### config.mk
export PLATFORM = sky130hd
export DESIGN_NAME = stbs_ctrl
export DESIGN_NICKNAME = d
export VERILOG_FILES = /design/src/rtl/stbs_pkg.sv /design/src/rtl/stbs_ctrl.sv
export SDC_FILE = /design/constraint.sdc
export NUM_CORES = 1
export LEC_CHECK = 0
export BUFFER_PORTS_ARGS = -buffer_cell sky130_fd_sc_hd__buf_2
export CAP_MARGIN = 10
export CORE_AREA = 3 3 40 42
export CTS_BUF_LIST = sky130_fd_sc_hd__clkbuf_8
export DETAILED_ROUTE_END_ITERATION = 7
export DIE_AREA = 0 0 43 45
export GPL_TIMING_DRIVEN = 0
export SLEW_MARGIN = 5
export SYNTH_ARGS = -nofsm -noshare
export SYNTH_HDL_FRONTEND = slang
export SYNTH_SLANG_ARGS = --single-unit
### constraint.sdc
create_clock -name clk -period 1.4 [get_ports clk]
set_clock_uncertainty 0.15 [all_clocks]
set_input_delay 0.28 -clock clk [delete_from_list [all_inputs] [get_ports clk]]
set_output_delay 0.28 -clock clk [all_outputs]
set_load 0.01 [all_outputs]
### src/rtl/stbs_pkg.sv
package stbs_pkg;

  localparam int unsigned COUNT_W = 11;
  localparam int unsigned INDEX_W = 10;
  localparam int unsigned VALUE_W = 32;
  localparam int unsigned POS_W   = 10;

  localparam logic REQ_WRITE  = 1'b0;
  localparam logic REQ_SEARCH = 1'b1;

  localparam logic REG_ENTRY_COUNT = 1'b0;

  typedef enum logic [2:0] {
    ST_IDLE,
    ST_ISSUE,
    ST_STEP,
    ST_FINAL,
    ST_DONE
  } stbs_state_t;

  typedef struct packed {
    logic wr_en;
    logic start;
    logic step;
    logic fin;
    logic clr_res;
    logic out_load;
  } stbs_cmd_t;

  typedef struct packed {
    logic more;
    logic lo_nz;
  } stbs_status_t;

endpackage

### src/rtl/stbs_ctrl.sv
module stbs_ctrl (
  input  logic                   clk,
  input  logic                   rst,
  input  logic                   s_tvalid,
  output logic                   s_tready,
  input  logic                   req_type,
  output logic                   m_tvalid,
  input  logic                   m_tready,
  input  stbs_pkg::stbs_status_t status,
  output stbs_pkg::stbs_cmd_t    cmd
);
  import stbs_pkg::*;

  stbs_state_t state;
  stbs_state_t state_next;

  always_ff @(posedge clk) begin
    if (rst) begin
      state    <= ST_IDLE;
      m_tvalid <= 1'b0;
    end else begin
      state <= state_next;
      if (cmd.out_load) begin
        m_tvalid <= 1'b1;
      end else if (m_tready) begin
        m_tvalid <= 1'b0;
      end
    end
  end

  always_comb begin
    state_next = state;
    s_tready   = 1'b0;
    cmd        = '0;
    case (state)
      ST_IDLE: begin
        s_tready = 1'b1;
        if (s_tvalid) begin
          if (req_type == REQ_WRITE) begin
            cmd.wr_en = 1'b1;
          end else begin
            cmd.start  = 1'b1;
            state_next = ST_ISSUE;
          end
        end
      end
      ST_ISSUE: begin
        if (status.more) begin
          state_next = ST_STEP;
        end else begin
          cmd.clr_res = 1'b1;
          state_next  = ST_DONE;
        end
      end
      ST_STEP: begin
        cmd.step = 1'b1;
        if (status.more) begin
          state_next = ST_STEP;
        end else if (status.lo_nz) begin
          state_next = ST_FINAL;
        end else begin
          cmd.clr_res = 1'b1;
          state_next  = ST_DONE;
        end
      end
      ST_FINAL: begin
        cmd.fin    = 1'b1;
        state_next = ST_DONE;
      end
      ST_DONE: begin
        if (!m_tvalid || m_tready) begin
          cmd.out_load = 1'b1;
          state_next   = ST_IDLE;
        end
      end
      default: begin
        state_next = ST_IDLE;
      end
    endcase
  end

endmodule

==> results of run 1 <==
## layout make-up
type	instances	share of cell area
Clock buffer	3	0.08895
Inverter	2	0.01617
Multi-Input combinational cell	26	0.3962
Sequential cell	4	0.1914
Tap cell	15	0.04043
Timing Repair Buffer	19	0.2668
## repair_timing
| action | in CTS | in global routing |
|---|---|---|
| pin swaps | 7 | 2 |
| hold endpoints to repair | 0 | 0 |
| resized for setup | 12 | 2 |
| setup buffers | 5 | 0 |
| endpoints found under the setup margin | 7 | 7 |
## power groups by stage
stage                     clock network, mW  logic (mW)  registers, mW
after detailed placement                  0       0.128          0.133
after global routing                  0.255       0.183          0.155
after CTS                             0.245       0.165          0.151
after floorplan                           0      0.0860          0.132
after global placement                    0       0.125          0.133
final                                 0.240       0.166          0.151
## worst max-delay path by stage
stage                   from      to  slack, ps  depth (start not counted)
floorplan           state[0]  cmd[5]         20                          4
global placement    state[2]  cmd[1]        -70                          5
detailed placement  state[2]  cmd[1]       -110                          5
CTS                 state[1]  cmd[4]       -110                          3
global route        state[1]  cmd[2]       -160                          4
finish              state[0]  cmd[4]       -100                          3
## per-layer routing
layer  up-vias  wire length (um)  track usage
met5         -                 0            0
met4         0                 0      0.07229
met3         0                50      0.01594
met2        14               328       0.1257
met1       130               288      0.09420
li1        156                 -            -
## logic make-up (layout without fill, tap and decap cells)
logic type,Yosys count,count (layout)
buffers and inverters,4,24
AOI/OAI and AO/OA,7,7
DFF,4,4
and+or+nand+nor,19,19
## Yosys cell counts, drive strengths merged
master / n
a21oi: 1
nand2b: 1
or2: 1
a31oi: 1
clkbuf: 1
a2bb2oi: 1
nand3: 1
nand2: 4
nor3b: 2
and3: 1
nor3: 2
o21ai: 2
dfxtp: 4
inv: 2
a2111oi: 1
a21boi: 1
buf: 1
nor2b: 2
nor2: 5
## sequential cells by signal, summed over array words and instances (netlist names)
signal    cells
state         3
m_tvalid      1
## through the flow
step	std cells	util	worst slack, ps	TNS [ps]
2_1_floorplan	34	-	16.83	0
3_3_place_gp	63	0.2707	-72.67	-175.6
3_5_place_dp	63	0.2707	-106.3	-235.0
4_1_cts	69	0.3564	-112.1	-592.2
5_1_grt	69	0.3612	-156.5	-928.8
6_report	69	0.3612	-103.9	-525.2
==> impl_metrics.env, run 1 <==
export IMPL_status="finished with violations"
export IMPL_violations="setup timing"
export IMPL_fillers=139
export IMPL_dieArea_um2=1935
export IMPL_antenna_found_initial=0
export IMPL_yosysWarnings=0
export IMPL_dr_total_vias=300
export IMPL_relSlewSlack=0.8457
export IMPL_timing_final_crit_share=1.074
export IMPL_crit_path_top_delay_cell="dfxtp_4"
export IMPL_rsz0062_at_grt="true"
export IMPL_p_seq_frac=0.271
export IMPL_synth_top_cells_by_area="dfxtp_1 32%, nor2_1 7.4%, a2111oi_2 5.9%"
export IMPL_cts_tree="built"
export IMPL_crit_arrival_ps=1070
export IMPL_r2r_start="state[0]"
export IMPL_yosys_area_share_adder=0
export IMPL_syn_mean_instance_area_um2=7.434
export IMPL_ys_seq_elements=4
export IMPL_combPwrFrac=0.298
export IMPL_wl_um=667
export IMPL_period_needed_ps=1504
export IMPL_power_frac_clock=0.430
export IMPL_synth_xor_area_frac=0
export IMPL_syn_nets=41
export IMPL_tightest_slew_ps=230.9
export IMPL_placed_area_um2=347.8
export IMPL_hold_viol=0
export IMPL_cts_buffers_inserted=3
export IMPL_cts_hold_buf=0
export IMPL_htree_levels=1
export IMPL_drv_slew=0
export IMPL_p_leak_nw=0.2291
export IMPL_synth_top_area_share=0.3168
export IMPL_cts_sinks=4
export IMPL_cts_root_buf="clkbuf_8"
export IMPL_die_x_um=43
export IMPL_synth_area_um2=252.7
export IMPL_cp_required_ps=970
export IMPL_grt_max_degree=10
export IMPL_power_switching_mw=0.1462
export IMPL_nets=63
export IMPL_path_delay_family="flip-flops"
export IMPL_seqCellArea_um2=88.84
export IMPL_die_h_um=45
export IMPL_dr_first_iter_drc_count=5
export IMPL_viasPerCell=4.348
export IMPL_wl_per_cell_um=9.667
export IMPL_grt_pass1_vias=294
export IMPL_synth_compound_area_frac=0.2228
export IMPL_initial_utilization=0.1967
export IMPL_row_count=13
export IMPL_yosysSeqAreaShare=0.3168
export IMPL_synth_simple_area_share=0.3960
export IMPL_finalPower_mw=0.5576
export IMPL_core_um2=1285
export IMPL_worstSetupStartpointType="register"
export IMPL_reg2reg_depth=4
export IMPL_cts_buffer_depth=2
export IMPL_crit_path_max_fanout=7
export IMPL_antenna_cells=0
export IMPL_synth_distinct_cells=20
export IMPL_ios=15
export IMPL_timing_hold_ws_ps=124.5
export IMPL_final_cell_mix="12 x buf_2, 5 x nor2_1, 4 x nand2_1, 4 x buf_4"
export IMPL_ir_worst_vdd_v=0.0002568
export IMPL_ant_nets=0
export IMPL_min_path_type="input pin to register"
export IMPL_synth_top_area_cell="dfxtp_1"
export IMPL_io_buffers=14
export IMPL_critPathKind="register to output pin"
export IMPL_synthToLayoutAreaGrowth_pct=83.66
export IMPL_drive_gt1_frac=0.6111
export IMPL_critPathCaptureType="output pin"
export IMPL_grt_usage=0.08083
export IMPL_critPathBufInv=1
export IMPL_hp_start="rst"
export IMPL_dp_hpwl_um=457.5
export IMPL_fin_area_um2=464.2
export IMPL_synth_area_mux_share=0
export IMPL_syn_inst=34
export IMPL_final_common_cell="buf_2"
export IMPL_sw_frac_of_total=0.2622
export IMPL_maxCapViolations=0
export IMPL_drcViolationCount=0
export IMPL_worstPathCellList="nor3_4 -> and3_1 -> buf_2"
export IMPL_r2r_end="state[0]"
export IMPL_insertion_delay_ps=210
export IMPL_slowest_delay_ps=370
export IMPL_finalSetupViolations=7
export IMPL_place_congestion=0.7504
export IMPL_fin_ws_ps=-103.9
export IMPL_p_int_mw=0.4114
export IMPL_clk_pin_slew_worst_paths_ps=30
export IMPL_first_pass_iters=4
export IMPL_grt_overflow=0
export IMPL_hold_path_depth=2
export IMPL_ff2ff_setup_slack_ps=140
export IMPL_multi_input_area_um2=183.9
export IMPL_max_freq_mhz=664.9
export IMPL_hold_path_end="state[2]"
export IMPL_grt_pass1_wl_um=1159
export IMPL_synth_top_family_by_area="simple AND/OR/NAND/NOR gates"
export IMPL_power_density_nw_per_um2=1201
Power figures use the tool's default switching activity.
==> run 2, diff against run 1 <==
--- a/config.mk
+++ b/config.mk
@@ -6,7 +6,6 @@
 export NUM_CORES = 1
 export LEC_CHECK = 0
 export BUFFER_PORTS_ARGS = -buffer_cell sky130_fd_sc_hd__buf_2
-export CAP_MARGIN = 10
 export CORE_AREA = 3 3 40 42
 export CTS_BUF_LIST = sky130_fd_sc_hd__clkbuf_8
 export DETAILED_ROUTE_END_ITERATION = 7
==> constraint.sdc (replaced) <==
create_clock -name clk -period 1.4 [get_ports clk]
set_clock_uncertainty 0.15 [all_clocks]
set_input_delay 0.28 -clock clk [delete_from_list [all_inputs] [get_ports clk]]
set_output_delay 0.28 -clock clk [all_outputs]
set_load 0.05 [all_outputs]
==> impl_metrics.env, run 2 (synthesized netlist as in run 1, its figures left out) <==
export IMPL_drv_slew=0
export IMPL_largestRegisters="state x3, m_tvalid x1"
export IMPL_antenna_cells=0
export IMPL_p_int_mw=0.4339
export IMPL_placed_area_um2=396.6
export IMPL_seqCellArea_um2=88.84
export IMPL_dp_hpwl_um=503.2
export IMPL_final_common_cell="buf_2"
export IMPL_cp_required_ps=970
export IMPL_ir_worst_vdd_v=0.0003124
export IMPL_critPathCaptureType="output pin"
export IMPL_combPwrFrac=0.419
export IMPL_tightest_slew_ps=331.4
export IMPL_drcViolationCount=0
export IMPL_clk_pin_slew_worst_paths_ps=30
export IMPL_place_congestion=0.7208
export IMPL_drive_gt1_frac=0.7500
export IMPL_worstSetupStartpointType="register"
export IMPL_grt_usage=0.08319
export IMPL_timing_final_crit_share=1.161
export IMPL_crit_path_top_delay_cell="dfxtp_4"
export IMPL_min_path_type="input pin to register"
export IMPL_dp_cells=63
export IMPL_grt_pass1_vias=297
export IMPL_cts_tree="built"
export IMPL_final_cell_mix="8 x buf_2, 6 x buf_4, 4 x buf_6"
export IMPL_initial_utilization=0.1967
export IMPL_relSlewSlack=0.7786
export IMPL_maxCapViolations=0
export IMPL_insertion_delay_ps=210
export IMPL_fillers=118
export IMPL_die_h_um=45
export IMPL_cts_buffer_depth=2
export IMPL_core_um2=1285
export IMPL_critPathKind="register to output pin"
export IMPL_power_switching_mw=0.2260
export IMPL_worstPathCellList="nor3_4 -> and3_4 -> buf_8"
export IMPL_largest_reg_flops=3
export IMPL_power_density_nw_per_um2=1191
export IMPL_antenna_found_initial=0
export IMPL_finalSetupViolations=7
export IMPL_row_count=13
export IMPL_p_seq_frac=0.225
export IMPL_crit_arrival_ps=1190
export IMPL_dpl_worst_slack_ps=-186.0
export IMPL_synthToLayoutAreaGrowth_pct=119.3
export IMPL_hold_viol=0
export IMPL_fin_area_um2=554.3
export IMPL_wl_per_cell_um=11.20
export IMPL_period_needed_ps=1625
export IMPL_status="finished with violations"
export IMPL_p_leak_nw=0.2370
export IMPL_ant_nets=0
export IMPL_violations="setup timing"
export IMPL_dr_first_iter_drc_count=2
export IMPL_grt_pass1_wl_um=1221
export IMPL_post_layout_nonfiller_instances=71
export IMPL_fin_ws_ps=-224.7
export IMPL_dieArea_um2=1935
export IMPL_die_x_um=43
export IMPL_cts_root_buf="clkbuf_8"
export IMPL_rsz0062_at_grt="true"
export IMPL_cts_buffers_inserted=3
export IMPL_sw_frac_of_total=0.3425
export IMPL_top_register="state"
export IMPL_slowest_delay_ps=370
export IMPL_crit_path_max_fanout=8
export IMPL_io_buffers=14
export IMPL_grt_overflow=0
export IMPL_power_frac_clock=0.356
export IMPL_nets=65
export IMPL_multi_input_area_um2=219.0
export IMPL_ios=15
export IMPL_tns_ps=-1181
export IMPL_cts_hold_buf=0
export IMPL_htree_levels=1
export IMPL_first_pass_iters=4
export IMPL_wl_um=795
export IMPL_dr_total_vias=322
export IMPL_cts_sinks=4
export IMPL_viasPerCell=4.535
export IMPL_max_freq_mhz=615.5
export IMPL_fin_util=0.4314
export IMPL_grt_max_degree=9
==> run 2: changes by cell type in the layout (fill, tap and decap cells not counted), sizes merged <==
cell / previous run / this run
inv: 2 / 1
buf: 19 / 21
clkinvlp: 0 / 1
==> run 2: timing repair <==
| item | CTS | global route |
|---|---|---|
| hold endpoints to repair | 0 | 0 |
| pin swaps | 4 | 1 |
| setup buffers | 3 | 3 |
| resized for setup | 20 | 3 |
| setup endpoints to repair | 7 | 8 |
==> run 2: area by class of cell <==
cell class | instances | area share
tap | 15 | 0.03386
buffer | 1 | 0.02709
timing repair buffer | 20 | 0.2889
clock buffer | 3 | 0.07449
inverter | 2 | 0.02032
multi-input combinational | 26 | 0.3950
sequential | 4 | 0.1603
==> run 2: routing by layer <==
layer,wire (um),GRT usage
met3,30,0.003984
met4,0,0.05422
met5,0,0
met2,428,0.1347
met1,335,0.1082
==> run 2: final timing paths <==
path,startpoint,endpoint,slack (ps),cells after the start
max,state[0],cmd[4],-220,3
min,rst,m_tvalid,160,2
max reg2reg,state[2],state[0],90,4
min reg2reg,state[2],state[2],480,3
==> run 2: worst max-delay path: cells and delay by family, from the launching register on <==
family,cells,cell delay [ps]
AND/OR/NAND/NOR,2,470
flip-flops,1,370
buffers and inverters,1,140
==> run 2: per-stage QoR <==
stage,total power [mW],hold WS (ps)
floorplan,0.3069,195.0
global placement,0.3486,348.7
detailed placement,0.3507,353.1
CTS,0.6275,129.4
global route,0.6908,170.8
finish,0.6599,155.3
==> run 2: power groups by stage <==
stage,Combinational [mW],Sequential [mW],Clock [mW]
CTS,0.241,0.148,0.239
detailed placement,0.216,0.135,0
floorplan,0.169,0.138,0
global route,0.294,0.151,0.246
global placement,0.214,0.135,0
finish,0.276,0.148,0.235
==> run 3, diff against run 2 <==
--- a/config.mk
+++ b/config.mk
@@ -6,10 +6,10 @@
 export NUM_CORES = 1
 export LEC_CHECK = 0
 export BUFFER_PORTS_ARGS = -buffer_cell sky130_fd_sc_hd__buf_2
-export CORE_AREA = 3 3 40 42
+export CORE_AREA = 2 2 39 41
 export CTS_BUF_LIST = sky130_fd_sc_hd__clkbuf_8
 export DETAILED_ROUTE_END_ITERATION = 7
-export DIE_AREA = 0 0 43 45
+export DIE_AREA = 0 0 41 43
 export GPL_TIMING_DRIVEN = 0
 export SLEW_MARGIN = 5
 export SYNTH_ARGS = -nofsm -noshare
==> constraint.sdc (replaced) <==
create_clock -name clk -period 1.7 [get_ports clk]
set_clock_uncertainty 0.15 [all_clocks]
set_input_delay 0.34 -clock clk [delete_from_list [all_inputs] [get_ports clk]]
set_output_delay 0.34 -clock clk [all_outputs]
set_load 0.05 [all_outputs]
==> impl_metrics.env, run 3 (synthesized netlist as in run 1, its figures left out) <==
export IMPL_status="finished with violations"
export IMPL_violations="setup timing"
export IMPL_dieArea_um2=1763
export IMPL_wl_um=694
export IMPL_cts_tree="built"
export IMPL_io_buffers=14
export IMPL_timing_hold_ws_ps=185.6
export IMPL_maxCapViolations=0
export IMPL_antenna_cells=0
export IMPL_cp_required_ps=1210
export IMPL_cts_buffer_depth=2
export IMPL_ff2ff_setup_slack_ps=520
export IMPL_crit_path_max_fanout=8
export IMPL_die_h_um=43
export IMPL_fin_util=0.3490
export IMPL_critPathBufInv=4
export IMPL_fin_ws_ps=-34.32
export IMPL_min_path_type="input pin to register"
export IMPL_grt_max_degree=10
export IMPL_initial_utilization=0.1826
export IMPL_drcViolationCount=0
export IMPL_grt_pass1_wl_um=828
export IMPL_row_count=14
export IMPL_clk_pin_slew_worst_paths_ps=30
export IMPL_timing_final_crit_share=1.020
export IMPL_sw_frac_of_total=0.3436
export IMPL_crit_path_top_delay_cell="dfxtp_2"
export IMPL_final_cell_mix="9 x buf_2, 5 x buf_4, 4 x nand2_1"
export IMPL_slowest_delay_ps=310
export IMPL_finalSetupViolations=3
export IMPL_power_density_nw_per_um2=1068
export IMPL_period_needed_ps=1734
export IMPL_core_um2=1384
export IMPL_dr_first_iter_drc_count=2
export IMPL_placed_area_um2=374.1
export IMPL_antenna_found_initial=0
export IMPL_ios=15
export IMPL_first_pass_iters=2
export IMPL_rsz0062_at_grt="true"
export IMPL_p_seq_frac=0.215
export IMPL_place_congestion=0.7227
export IMPL_ir_worst_vdd_v=0.0003593
export IMPL_worstSetupStartpointType="register"
export IMPL_finalPower_mw=0.5160
export IMPL_wl_per_cell_um=9.914
export IMPL_crit_top_cell="buf_4"
export IMPL_nets=63
export IMPL_cts_root_buf="clkbuf_8"
export IMPL_viasPerCell=4.257
export IMPL_cts_sinks=4
export IMPL_worstPathCellList="buf_8 -> buf_4 -> nor2_1 -> o21ai_1 -> inv_1 -> buf_4"
export IMPL_drive_gt1_frac=0.6111
export IMPL_grt_usage=0.07437
export IMPL_largestRegisters="state x3, m_tvalid x1"
export IMPL_combPwrFrac=0.398
export IMPL_grt_overflow=0
export IMPL_insertion_delay_ps=220
export IMPL_synthToLayoutAreaGrowth_pct=91.09
export IMPL_dr_total_vias=298
export IMPL_critPathKind="register to output pin"
export IMPL_fin_area_um2=483.0
export IMPL_tightest_slew_ps=247.5
export IMPL_ant_nets=0
export IMPL_p_leak_nw=0.2306
export IMPL_drv_slew=0
export IMPL_die_x_um=41
export IMPL_grt_pass1_vias=227
export IMPL_power_frac_clock=0.387
export IMPL_htree_levels=1
export IMPL_cts_buffers_inserted=3
export IMPL_relSlewSlack=0.8361
export IMPL_final_common_cell="buf_2"
export IMPL_max_freq_mhz=576.6
export IMPL_power_switching_mw=0.1773
export IMPL_largest_reg_flops=3
export IMPL_path_delay_family="buffers and inverters"
export IMPL_critPathCaptureType="output pin"
export IMPL_top_register="state"
export IMPL_hold_viol=0
export IMPL_p_int_mw=0.3387
export IMPL_crit_arrival_ps=1240
-- run 3: cell types whose count changed in the layout (fill, tap and decap cells not counted), moves of 2 or more --
cell     previous run  this run
inv_1               0         2
nor2_2              1         3
nor2_4              2         0
dfxtp_4             2         0
-- run 3: worst reg2reg max path, cell delays in order (launching register included) --
cell      delay [ps]
dfxtp_2          310
buf_8            130
nor3_4           210
buf_4            140
buf_4             90
a21boi_2          40
-- run 3: worst paths after layout --
path,end,cells after the start,start
max,cmd[1],6,state[2]
min,state[2],2,rst
max reg2reg,state[0],5,state[2]
min reg2reg,m_tvalid,3,state[2]
-- run 3: layout make-up --
class,count,area [um^2]
flip-flops and latches,4,82.58
clock buffers,3,41.29
well taps,16,20.02
fillers,144,900.9
multi-input cells,26,185.2
repair buffers,17,120.1
plain buffers,2,26.28
inverters,2,7.507
-- run 3: repair_timing --
action | 4_1_cts | 5_1_grt
pin swaps | 3 | 3
setup endpoints to repair | 7 | 6
resized for setup | 11 | 5
buffers inserted | 1 | 2
hold buffers | 0 | 0
-- run 3: per-layer routing --
layer	wire, um	GRT usage	vias up
li1	-	-	156
met1	294	0.08710	130
met2	362	0.1000	10
met3	22	0.01571	2
met4	14	0.08000	0
met5	0	0	-
-- run 3: power groups by stage --
stage	clock [mW]	sequential [mW]	combinational, mW
after floorplan	0	0.112	0.129
after global placement	0	0.110	0.164
after detailed placement	0	0.110	0.166
after CTS	0.205	0.110	0.192
after global routing	0.207	0.112	0.217
final	0.199	0.111	0.206
-- run 3: per-stage QoR --
stage,setup TNS [ps],setup slack (ps),cells
3_5_place_dp,0,65.85,64
5_1_grt,-231.7,-83.99,70
2_1_floorplan,-524.2,-343.0,34
6_report,-51.12,-34.32,70
4_1_cts,-27.30,-15.65,68
3_3_place_gp,0,81.13,64
